`src/rtl/cfmu_pkg.sv`:
```
package cfmu_pkg;

	localparam int COORD_W = 32;
	localparam int MAG_W   = 64;
	localparam int UV_W    = 17;
	localparam int Q_W     = 16;
	localparam int DIR_W   = 6;
	localparam int FACE_W  = 3;
	localparam int CFG_IDX_W = 2;
	localparam int DIV_STAGES = Q_W;

	localparam logic [CFG_IDX_W-1:0] REG_INV_HALF_X = 2'd0;
	localparam logic [CFG_IDX_W-1:0] REG_INV_HALF_Y = 2'd1;
	localparam logic [CFG_IDX_W-1:0] REG_INV_HALF_Z = 2'd2;

	localparam logic [31:0] INV_HALF_RESET = 32'd65536;

	localparam logic [FACE_W-1:0] FACE_NEG_X = 3'd0;
	localparam logic [FACE_W-1:0] FACE_POS_X = 3'd1;
	localparam logic [FACE_W-1:0] FACE_NEG_Y = 3'd2;
	localparam logic [FACE_W-1:0] FACE_POS_Y = 3'd3;
	localparam logic [FACE_W-1:0] FACE_NEG_Z = 3'd4;
	localparam logic [FACE_W-1:0] FACE_POS_Z = 3'd5;

	localparam logic [UV_W-1:0] HALF_Q16 = 17'd32768;

	typedef struct packed {
		logic [MAG_W-1:0] ax;
		logic [MAG_W-1:0] ay;
		logic [MAG_W-1:0] az;
		logic             px;
		logic             py;
		logic             pz;
	} scaled_t;

	typedef struct packed {
		logic [FACE_W-1:0] face;
		logic [MAG_W-1:0]  m;
		logic [MAG_W-1:0]  umag;
		logic [MAG_W-1:0]  vmag;
		logic              upos;
		logic              vpos;
		logic              origin;
	} sel_t;

	typedef struct packed {
		logic [FACE_W-1:0] face;
		logic [MAG_W-1:0]  m;
		logic [MAG_W:0]    ur;
		logic [MAG_W:0]    vr;
		logic [Q_W-1:0]    uq;
		logic [Q_W-1:0]    vq;
		logic              upos;
		logic              vpos;
		logic              origin;
	} div_t;

	// Rows: tangent, bitangent, normal; 2-bit components, x in bits 1:0.
	function automatic logic [3*DIR_W-1:0] frame_row(input logic [FACE_W-1:0] f);
		logic [3*DIR_W-1:0] r;
		case (f)
			FACE_NEG_X: r = {6'h10, 6'h04, 6'h03};
			FACE_POS_X: r = {6'h30, 6'h04, 6'h01};
			FACE_NEG_Y: r = {6'h01, 6'h10, 6'h0C};
			FACE_POS_Y: r = {6'h01, 6'h30, 6'h04};
			FACE_NEG_Z: r = {6'h03, 6'h04, 6'h30};
			FACE_POS_Z: r = {6'h01, 6'h04, 6'h10};
			default:    r = {6'h10, 6'h04, 6'h03};
		endcase
		return r;
	endfunction

endpackage

```
`src/rtl/cfmu_select.sv`:
```
module cfmu_select import cfmu_pkg::*; (
	input  logic    clk,
	input  logic    arst_n,
	input  logic    en,
	input  logic    valid_s1,
	input  scaled_t data_s1,
	output logic    valid_s2,
	output sel_t    data_s2
);
	sel_t nxt;
	logic x_dom, y_dom;

	assign x_dom = (data_s1.ax >= data_s1.ay) && (data_s1.ax >= data_s1.az);
	assign y_dom = (data_s1.ay >= data_s1.ax) && (data_s1.ay >= data_s1.az);

	always_comb begin
		if (x_dom) begin
			nxt.face = data_s1.px ? FACE_POS_X : FACE_NEG_X;
			nxt.m    = data_s1.ax;
			nxt.umag = data_s1.az;
			nxt.upos = data_s1.px ? (!data_s1.pz && data_s1.az != '0) : data_s1.pz;
			nxt.vmag = data_s1.ay;
			nxt.vpos = data_s1.py;
		end else if (y_dom) begin
			nxt.face = data_s1.py ? FACE_POS_Y : FACE_NEG_Y;
			nxt.m    = data_s1.ay;
			nxt.umag = data_s1.ax;
			nxt.upos = data_s1.px;
			nxt.vmag = data_s1.az;
			nxt.vpos = data_s1.py ? (!data_s1.pz && data_s1.az != '0) : data_s1.pz;
		end else begin
			nxt.face = data_s1.pz ? FACE_POS_Z : FACE_NEG_Z;
			nxt.m    = data_s1.az;
			nxt.umag = data_s1.ax;
			nxt.upos = data_s1.pz ? data_s1.px : (!data_s1.px && data_s1.ax != '0);
			nxt.vmag = data_s1.ay;
			nxt.vpos = data_s1.py;
		end
		nxt.origin = (nxt.m == '0);
	end

	always_ff @(posedge clk or negedge arst_n) begin
		if (!arst_n) begin
			valid_s2 <= 1'b0;
		end else if (en) begin
			valid_s2 <= valid_s1;
		end
	end

	always_ff @(posedge clk) begin
		if (en) begin
			data_s2 <= nxt;
		end
	end
endmodule

```
`config.mk`:
```
export PLATFORM = sky130hd
export DESIGN_NAME = cfmu_select
export DESIGN_NICKNAME = d
export VERILOG_FILES = /design/src/rtl/cfmu_pkg.sv /design/src/rtl/cfmu_select.sv
export SDC_FILE = /design/constraint.sdc
export NUM_CORES = 1
export LEC_CHECK = 0
export ABC_AREA = 1
export BUFFER_PORTS_ARGS = -buffer_cell sky130_fd_sc_hd__buf_2
export CAP_MARGIN = 20
export CORE_MARGIN = 4
export CORE_UTILIZATION = 29
export DETAILED_ROUTE_END_ITERATION = 12
export HOLD_SLACK_MARGIN = 0.12
export PLACE_DENSITY = 0.57
export REMOVE_ABC_BUFFERS = 1
export SLEW_MARGIN = 20
export SYNTH_ARGS = -nofsm -noshare
export SYNTH_HDL_FRONTEND = slang
export SYNTH_SLANG_ARGS = --single-unit
```
`constraint.sdc`:
```
create_clock -name clk -period 2.2 [get_ports clk]
set_input_delay 0.11 -clock clk [delete_from_list [all_inputs] [get_ports clk]]
set_output_delay 0.11 -clock clk [all_outputs]
set_load 0.02 [all_outputs]
```
-- Word level (Yosys, flattened, before mapping)
Index checks and enable logic that the tools add are counted.
Widths: inputs -> output; s select.
- bits in registers: 199
- bits of input ports: 199
- output and inout port bits: 199
- magnitude comparators: 4
- muxes and demuxes: 8
- reduce and logical (&&, ||, !) cells: 9
- operators with widths (cell ; count):
    $mux 197 ; 2
    $ge 64x64->1 ; 4
    $reduce_bool 64->1 ; 2
    $logic_not 64->1 ; 1
    $mux 1 ; 6
    $logic_and 1x1->1 ; 4
    $logic_not 1->1 ; 2

-- Longest topological paths before layout
Gate-level depths: netlist of run 1.
- depth after elaboration: 6
- depth in mapped cells: 28
- depth with buffers taken out: 26

-- Worst setup path before layout of run 1
Ideal clock, no wire load.
- path kind: input port to flip-flop
- from: input port data_s1[58] in the netlist's numbering
- to: register data_s2[31] in the netlist's numbering (data pin)
- data arrival time: 2120 ps
- path slack: -185 ps
- cell stages on the path: 20
- path buffers: 4
- cells stage by stage: inv_1 > ha_1 > nand2_1 > nor2_1 > nor3b_2 > nand2_1 > nor2_1 > nand2_1 > nand2_1 > nor2_1 > nand2_1 > nand2_2 > inv_2 > nand2_1 > buf_6 > buf_6 > buf_4 > clkbuf_1 > nand2_1 > o21ai_0
- RTL lines (what ; line ; source):
    start: declaration ; cfmu_select.sv:6 ; input scaled_t data_s1,
    end signal: assignment ; cfmu_select.sv:52 ; data_s2 <= nxt;
    end: declaration ; cfmu_select.sv:8 ; output sel_t data_s2

==> results_dict.tcl, run 1 <==
set metrics [dict create \
    io_pins 398 \
    final_common_cell "buf_4" \
    worstMarginPinSlew_ns 0.655 \
    critPathMaxFanout 19 \
    slew_violations 0 \
    worstPathRequired_ns 2.57 \
    dieArea_um2 54200 \
    synthFlopType "edfxtp_1" \
    cts_tree "yes" \
    gp_congestion 0.902 \
    grt_max_degree 63 \
    setup_viol 107 \
    start_kind "input pin" \
    ys_seq_area_frac 0.408 \
    vdd_drop_max_v 0.000356 \
    p_int_mw 9.76 \
    nets 3299 \
    drtPass1Iterations 6 \
    yosysWarnings 0 \
    htreeDepth 4 \
    clkPwrFrac 0.213 \
    crit_type "input pin to flop" \
    gr-usage-all-layers 0.248 \
    synth_edf_count 198 \
    setup_slack_ns -0.551 \
    p_switching_mw 5.87 \
    clk_root_buffer_cell "clkbuf_16" \
    synthCells 1847 \
    clk_latency_ns 0.51 \
    coreArea_um2 50100 \
    drc 0 \
    fillerInstances 4400 \
    total_power_mw 15.6 \
    tns_ns -17.89 \
    layout_common_cells "buf_4, buf_2, nand2_1, inv_1, edfxtp_1" \
    fin_crit_sh 1.25 \
    ys_async_sr_fraction 0.00503 \
    slew-limit-headroom 0.563 \
    hp-class "input pin to flop" \
    antenna_found_initial 9 \
    hpwl_um 48900 \
    clock-sinks 199 \
    drive_gt1_frac 0.539 \
    power_leakage_nw 13.4 \
    rsz0062_at_grt "yes" \
    ys_types 34 \
    synth_seq_cells 199 \
    initial_core_util 0.292 \
    critPathArrivalTime_ns 3.13 \
    viasPerCell 4.91 \
    post_drt_wl_per_cell_um 20.2 \
    drt_iter0_drc 1291 \
    path_clk_slew_ns 0.09 \
    p_sw_frac 0.376 \
    cp_common_cell "nand2_2" \
    hold_violations 0 \
    power_frac_comb 0.470 \
    syn_area_um2 14600 \
    seq_power_share 0.317 \
    grt_pass1_vias 17585 \
    cp_slowest_cell "ha_1" \
    grt-ovfl-total 0 \
    end_kind "flop" \
    cts_buffers 17 \
    period_minus_slack_ns 2.75 \
    drt.antenna.violating_nets 0 \
    grt_first_pass_wirelength_um 101000 \
    wl_um 72800 \
    syn2layout_area_growth_pct 93.1 \
    rrSetupSlack_ns 1.45 \
    die_h_um 233 \
    cts_buffer_depth 2 \
    violations "negative setup slack" \
    max-cap-violations 0 \
    fmax_mhz 363 \
    die_w_um 233 \
    skew_ns 0 \
    p_per_area_nw_per_um2 553 \
    syn_avg_cell_area_um2 7.93 \
    io_buffer_count 397 \
    num_rows 82 \
    cp_slowest_stage_delay_ns 0.30 \
    vias 17652 \
    status "finished with violations" \
]
[synth_stat cells (all sizes together), types with 3 or more instances]
library cell / count / area [um2]
a21o: 3 / 22.5
a21oi: 93 / 465
buf: 35 / 241
clkbuf: 20 / 75.1
edfxtp: 198 / 5950
ha: 192 / 2400
inv: 298 / 1120
nand2: 481 / 1820
nand3: 86 / 430
nand3b: 3 / 22.5
nand4: 24 / 150
nor2: 193 / 724
nor3: 9 / 55.1
nor4: 27 / 175
o21a: 6 / 45.0
o21ai: 167 / 836
o21bai: 3 / 22.5
[worst max-delay path, delay by kind of cell]
family                   cells  cell delay [ns]
adder cells (fa/ha/maj)      1             0.30
AND/OR/NAND/NOR             18             1.89
AO/OA/AOI/OAI                1             0.07
buffers and inverters        7             0.74
[registers in the layout, indices dropped and copies added, names as in the netlist]
signal    flops
data_s2     198
valid_s2      1
[repair_timing]
| action | 4_1_cts | 5_1_grt |
|---|---|---|
| hold buffers | 157 | 8 |
| pin swaps | 151 | 195 |
| cloned | 21 | 6 |
| gates resized for setup | 509 | 587 |
| endpoints found under the setup margin | 180 | 168 |
| buffers inserted | 97 | 71 |
| endpoints found under the hold margin | 133 | 8 |
[through the flow]
step                cells  utilization  hold WS (ns)  cell area [um2]  setup slack, ns
floorplan            1792            -        -0.186            14300            -4.58
global placement     3268        0.408        -0.114            20500            -1.58
global route         3596        0.565         0.121            28300           -0.634
finish               3598        0.565         0.117            28300           -0.551
detailed placement   3268        0.408        -0.112            20500            -1.57
CTS                  3556        0.514         0.120            25700           -0.453
[cell families (layout without fill, tap and decap cells)]
| family | count (synthesis) | in the layout | synth area share |
|---|---|---|---|
| AND/OR/NAND/NOR | 826 | 826 | 0.232 |
| other | 0 | 5 | 0 |
| flip-flops | 199 | 199 | 0.408 |
| buffers and inverters | 353 | 1427 | 0.0980 |
| AO/OA/AOI/OAI | 276 | 276 | 0.0972 |
| multiplexers | 1 | 1 | 0.000769 |
| adder cells (fa/ha/maj) | 192 | 192 | 0.164 |
[cell type report]
| class | instances | area (um2) | share of cell area |
|---|---|---|---|
| Clock buffer | 17 | 425 | 0.0150 |
| Inverter | 298 | 1170 | 0.0413 |
| Multi-Input combinational cell | 1295 | 10400 | 0.369 |
| Timing Repair Buffer | 1097 | 9270 | 0.328 |
| Antenna cell | 5 | 12.5 | 0.000442 |
| Tap cell | 672 | 841 | 0.0297 |
| Clock inverter | 15 | 161 | 0.00571 |
| Sequential cell | 199 | 5970 | 0.211 |
[power by group through the flow]
stage               Clock, mW  Combinational (mW)  Sequential (mW)
finish                   3.33                7.34             4.96
global route             3.55                7.81             5.00
detailed placement          0                4.83             5.04
CTS                      3.43                6.40             4.96
floorplan                   0                1.61             5.65
global placement            0                4.80             5.04
[metal layers]
metal / GRT usage / up-vias / share of wire
met5: 0 / - / 0.00074
met1: 0.310 / 8448 / 0.40
li1: - / 8279 / -
met2: 0.414 / 733 / 0.49
met4: 0.104 / 8 / 0.041
met3: 0.0575 / 184 / 0.067
[path summary, 6_finish.rpt]
path | from | to | cells past startpoint
max in group asynchronous | arst_n | valid_s2 | 3
min in group asynchronous | arst_n | valid_s2 | 3
hold / removal | data_s1[26] | data_s2[26] | 4
hold reg to reg | valid_s2 | valid_s2 | 1
setup / recovery | data_s1[189] | data_s2[0] | 27
setup reg to reg | valid_s2 | valid_s2 | 1
No activity file was read; power rests on OpenSTA's default activity.
==> run 2: changes to the inputs <==
BUFFER_PORTS_ARGS = -buffer_cell sky130_fd_sc_hd__clkbuf_2   (was -buffer_cell sky130_fd_sc_hd__buf_2)
==> results_dict.tcl, run 2 (synthesis results as in run 1) <==
set metrics [dict create \
    grt_max_degree 88 \
    num_rows 82 \
    start_kind "input pin" \
    whs_endpoint "data_s2[57]" \
    hold_start "data_s1[57]" \
    fmax_mhz 381 \
    slew_violations 0 \
    power_leakage_nw 13.3 \
    path_clk_slew_ns 0.08 \
    end_kind "flop" \
    final_common_cell "buf_4" \
    nets 3277 \
    critPathMaxFanout 7 \
    grt-ovfl-total 0 \
    initial_core_util 0.292 \
    skew_ns 0 \
    cp_top_family "simple AND/OR/NAND/NOR gates" \
    drc 0 \
    worstMarginPinSlew_ns 0.520 \
    cts_buffer_depth 2 \
    grt_first_pass_wirelength_um 98200 \
    antenna_found_initial 6 \
    dieArea_um2 54200 \
    drt_iter0_drc 1332 \
    path_buf_inv 6 \
    io_pins 398 \
    vias 17546 \
    hold_depth 4 \
    die_w_um 233 \
    htreeDepth 4 \
    io_buffer_count 397 \
    crit_type "input pin to flop" \
    syn2layout_area_growth_pct 91.4 \
    reg2reg_from "valid_s2" \
    fin_crit_sh 1.19 \
    setup_viol 86 \
    violations "negative setup slack" \
    vdd_drop_max_v 0.000367 \
    drt.antenna.violating_nets 0 \
    design_area_um2 28000 \
    r2r_cells 1 \
    fin_hold_ws_ns 0.144 \
    cts_buffers 17 \
    largestRegisters "data_s2: 198 flops, valid_s2: 1 flops" \
    gp_congestion 0.907 \
    hp-class "input pin to flop" \
    clk_latency_ns 0.51 \
    rrSetupSlack_ns 1.44 \
    die_h_um 233 \
    status "finished with violations" \
    clock-sinks 199 \
    p_per_area_nw_per_um2 550 \
    regMostFlops "data_s2" \
    coreArea_um2 50100 \
    worstPathRequired_ns 2.57 \
    viasPerCell 4.91 \
    slew-limit-headroom 0.650 \
    cp_slowest_cell "ha_4" \
    dpl_cell_area_um2 20600 \
    layout_common_cells "buf_4, clkbuf_2, nand2_1, edfxtp_1, inv_1" \
    grt_pass1_vias 17032 \
    r2r-end "valid_s2" \
    cp_slowest_stage_delay_ns 0.26 \
    gr-usage-all-layers 0.239 \
    rsz0062_at_grt "yes" \
    post_drt_wl_per_cell_um 20.0 \
    total_power_mw 15.4 \
    wl_um 71500 \
    critPathArrivalTime_ns 3.00 \
    drive_gt1_frac 0.544 \
    setup_slack_ns -0.425 \
    period_minus_slack_ns 2.63 \
    clk_root_buffer_cell "clkbuf_16" \
    hpwl_um 49000 \
    cp_common_cell "nand2_4" \
    max-cap-violations 0 \
    path_cells "clkbuf_2 > ha_4 > a21oi_1 > o21a_1 > nand2_1 > a21oi_2 > buf_4 > nand2_4 > nor2_4 > nand2_4 > nand2_4 > buf_8 > inv_8 > nand2_8 > buf_12 > buf_16 > nor2_1 > nor2_1 > nand2_1 > nor2_4 > nand2_4 > nor2_4 > nand2_2 > nor2_1" \
    drtPass1Iterations 5 \
    cts_tree "yes" \
    largest_reg_flops 198 \
    hold_violations 0 \
]
## run 2: area by class of cell
cell class | count | area, um2
Inverter | 298 | 1190
Clock inverter | 15 | 156
Sequential cell | 199 | 5970
Fill cell | 4350 | 22000
Multi-Input combinational cell | 1295 | 10600
Clock buffer | 17 | 425
Tap cell | 672 | 841
Timing Repair Buffer | 1075 | 8830
Antenna cell | 3 | 7.51
## run 2: power by group
| group | switching [mW] | internal [mW] | leakage (nW) | total (mW) |
|---|---|---|---|---|
| sequential | 0.186 | 4.81 | 1.94 | 4.99 |
| combinational | 3.90 | 3.26 | 11.1 | 7.16 |
| clock | 1.74 | 1.52 | 0.287 | 3.26 |
## run 2: metrics by stage
step           TNS (ns)  std cells   util  setup slack [ns]
2_1_floorplan   -599.16       1792      -             -4.58
3_5_place_dp    -165.55       3286  0.411             -1.75
4_1_cts           -4.50       3521  0.498            -0.419
5_1_grt          -15.59       3571  0.560            -0.552
6_report          -6.26       3574  0.560            -0.425
3_3_place_gp    -160.98       3286  0.411             -1.71
## run 2: what timing repair did
item | in CTS | in global routing
resized for setup | 385 | 664
endpoints found under the hold margin | 140 | 1
setup buffers | 54 | 53
hold buffers | 145 | 1
endpoints found under the setup margin | 190 | 171
gates cloned | 10 | 10
pin swaps | 110 | 137
## run 2: per-layer routing
metal  GRT usage  routed length, um  vias to the layer above  share of wire
met4      0.0880               2300                       10          0.032
met2       0.397              34900                      680           0.49
met3      0.0540               4660                      154          0.065
met1       0.305              29600                     8449           0.41
li1            -                  -                     8253              -
met5           0                 75                        -         0.0010
## run 2: worst max-delay path by stage
stage	startpoint	endpoint	slack, ns	depth (start not counted)
6_report	data_s1[130]	data_s2[0]	-0.43	24
3_3_place_gp	data_s1[32]	data_s2[0]	-1.71	26
2_1_floorplan	data_s1[186]	data_s2[0]	-4.58	19
3_5_place_dp	data_s1[32]	data_s2[0]	-1.75	25
5_1_grt	data_s1[33]	data_s2[0]	-0.55	25
4_1_cts	data_s1[32]	data_s2[0]	-0.42	25
==> run 3: changes to the inputs <==
BUFFER_PORTS_ARGS = -buffer_cell sky130_fd_sc_hd__buf_4   (was -buffer_cell sky130_fd_sc_hd__clkbuf_2)
clock period = 3.4 ns   (was 2.2 ns; I/O delays follow)
==> results_dict.tcl, run 3 (synthesis results as in run 1) <==
set metrics [dict create \
    setup_slack_ns 0.134 \
    vias 15740 \
    clock-sinks 199 \
    critPathMaxFanout 22 \
    period_minus_slack_ns 3.27 \
    drtPass1Iterations 5 \
    r2r_cells 1 \
    io_pins 398 \
    crit_type "input pin to flop" \
    power_leakage_nw 11.9 \
    worstPathRequired_ns 3.65 \
    die_w_um 233 \
    fin_crit_sh 0.960 \
    utilization 0.461 \
    rrSetupSlack_ns 2.65 \
    worstMarginPinSlew_ns 0.891 \
    cp_slowest_cell "dlygate4sd3_1" \
    cp_slowest_stage_delay_ns 0.56 \
    drc 0 \
    initial_core_util 0.292 \
    end_kind "flop" \
    coreArea_um2 50100 \
    io_buffer_count 397 \
    grt_first_pass_wirelength_um 91100 \
    wl_met3_um 3630 \
    power_frac_comb 0.398 \
    drt_iter0_drc 1276 \
    start_kind "input pin" \
    wl_um 61400 \
    wl_met1_um 27200 \
    hold_depth 3 \
    slew_violations 0 \
    htreeDepth 4 \
    drt.antenna.violating_nets 0 \
    max-cap-violations 0 \
    slew-limit-headroom 0.406 \
    final_common_cell "buf_4" \
    gr-usage-all-layers 0.221 \
    viasPerCell 4.66 \
    layout_common_cells "buf_4, nand2_1, inv_1, edfxtp_1, ha_1" \
    fin_hold_ws_ns 0.152 \
    cts_buffers 17 \
    grt_max_degree 96 \
    largestRegisters "data_s2: 198 flops, valid_s2: 1 flops" \
    hp-class "input pin to flop" \
    dieArea_um2 54200 \
    hold_violations 0 \
    critPathArrivalTime_ns 3.51 \
    cts_buffer_depth 2 \
    drive_gt1_frac 0.298 \
    antenna_cells 0 \
    skew_ns 0 \
    regMostFlops "data_s2" \
    seq_power_share 0.371 \
    grt_pass1_vias 15661 \
    fillerInstances 5011 \
    clk_latency_ns 0.50 \
    vdd_drop_max_v 0.000253 \
    tns_ns 0 \
    grt-ovfl-total 0 \
    status "finished, final reports clean" \
    clk_root_buffer_cell "clkbuf_16" \
    dr_wl_met2_um 29000 \
    largest_reg_flops 198 \
    fmax_mhz 306 \
    die_h_um 233 \
    hpwl_um 48900 \
    path_clk_slew_ns 0.07 \
    setup_viol 0 \
    p_sw_frac 0.356 \
    total_power_mw 8.72 \
    p_switching_mw 3.10 \
    path_cells "buf_4 > dlygate4sd3_1 > buf_4 > ha_4 > nand2_1 > nor2_2 > nand4_1 > nor3_2 > nand2_1 > nand2_2 > nand2_4 > buf_4 > inv_2 > nand2_4 > buf_12 > buf_12 > buf_4 > nand2_1 > o21ai_1 > dlygate4sd3_1" \
    nets 3088 \
    dp_slack_ns -0.478 \
    syn2layout_area_growth_pct 57.6 \
    rsz0062_at_grt "no" \
    num_rows 82 \
    routed.top_layer "met5" \
    p_per_area_nw_per_um2 378 \
    clkPwrFrac 0.231 \
    post_drt_wl_per_cell_um 18.2 \
    cts_tree "yes" \
    cp_common_cell "buf_4" \
    gp_congestion 0.900 \
    p_int_mw 5.62 \
    antenna_found_initial 1 \
]
## run 3: changes by cell type in the layout (fill, tap and decap cells not counted), sizes merged
cell	previous run	this run
buf	568	740
bufbuf	1	0
clkbuf	377	19
clkinv	6	5
clkinvlp	0	3
diode	3	0
dlygate4sd3	146	144
inv	307	304
## run 3: critical path, delay by kind of cell
family / cells / cell delay [ns]
compound gates: 1 / 0.06
buf+inv: 9 / 2.04
simple gates: 9 / 0.95
fa+ha+maj: 1 / 0.27
## run 3: final timing paths
| kind | startpoint | to |
|---|---|---|
| max in group asynchronous | arst_n | valid_s2 |
| max | data_s1[114] | data_s2[46] |
| min reg2reg | valid_s2 | valid_s2 |
| max reg2reg | valid_s2 | valid_s2 |
| min in group asynchronous | arst_n | valid_s2 |
| min | data_s1[9] | data_s2[73] |
## run 3: what timing repair did
action                                 CTS  global route
setup buffers                            0             3
endpoints found under the hold margin  126             0
hold buffers                           144             0
gates resized for setup                  0            31
setup endpoints to repair                0             8
## run 3: cell type report
cell class / instances / area [um2] / area share
multi-input combinational: 1295 / 7350 / 0.318
timing repair buffer: 886 / 7250 / 0.314
clock inverter: 14 / 119 / 0.00515
sequential: 199 / 5970 / 0.259
tap: 672 / 841 / 0.0364
inverter: 298 / 1120 / 0.0485
clock buffer: 17 / 425 / 0.0184
## run 3: routing by layer
layer  GRT usage  vias up
li1            -     7829
met1       0.291     7333
met2       0.365      494
met3      0.0457       82
met4      0.0684        2
met5           0        -
## run 3: power groups by stage
stage | logic, mW | registers (mW) | clock network [mW]
global route | 3.79 | 3.26 | 2.16
CTS | 3.43 | 3.24 | 2.08
floorplan | 1.04 | 3.66 | 0
finish | 3.48 | 3.23 | 2.01
global placement | 3.24 | 3.29 | 0
detailed placement | 3.27 | 3.29 | 0
## run 3: per-stage QoR
step,cell area (um2),std cells
after floorplan,14300,1792
after global placement,20900,3202
after detailed placement,20900,3202
after CTS,22900,3377
after global routing,23100,3381
final,23100,3381
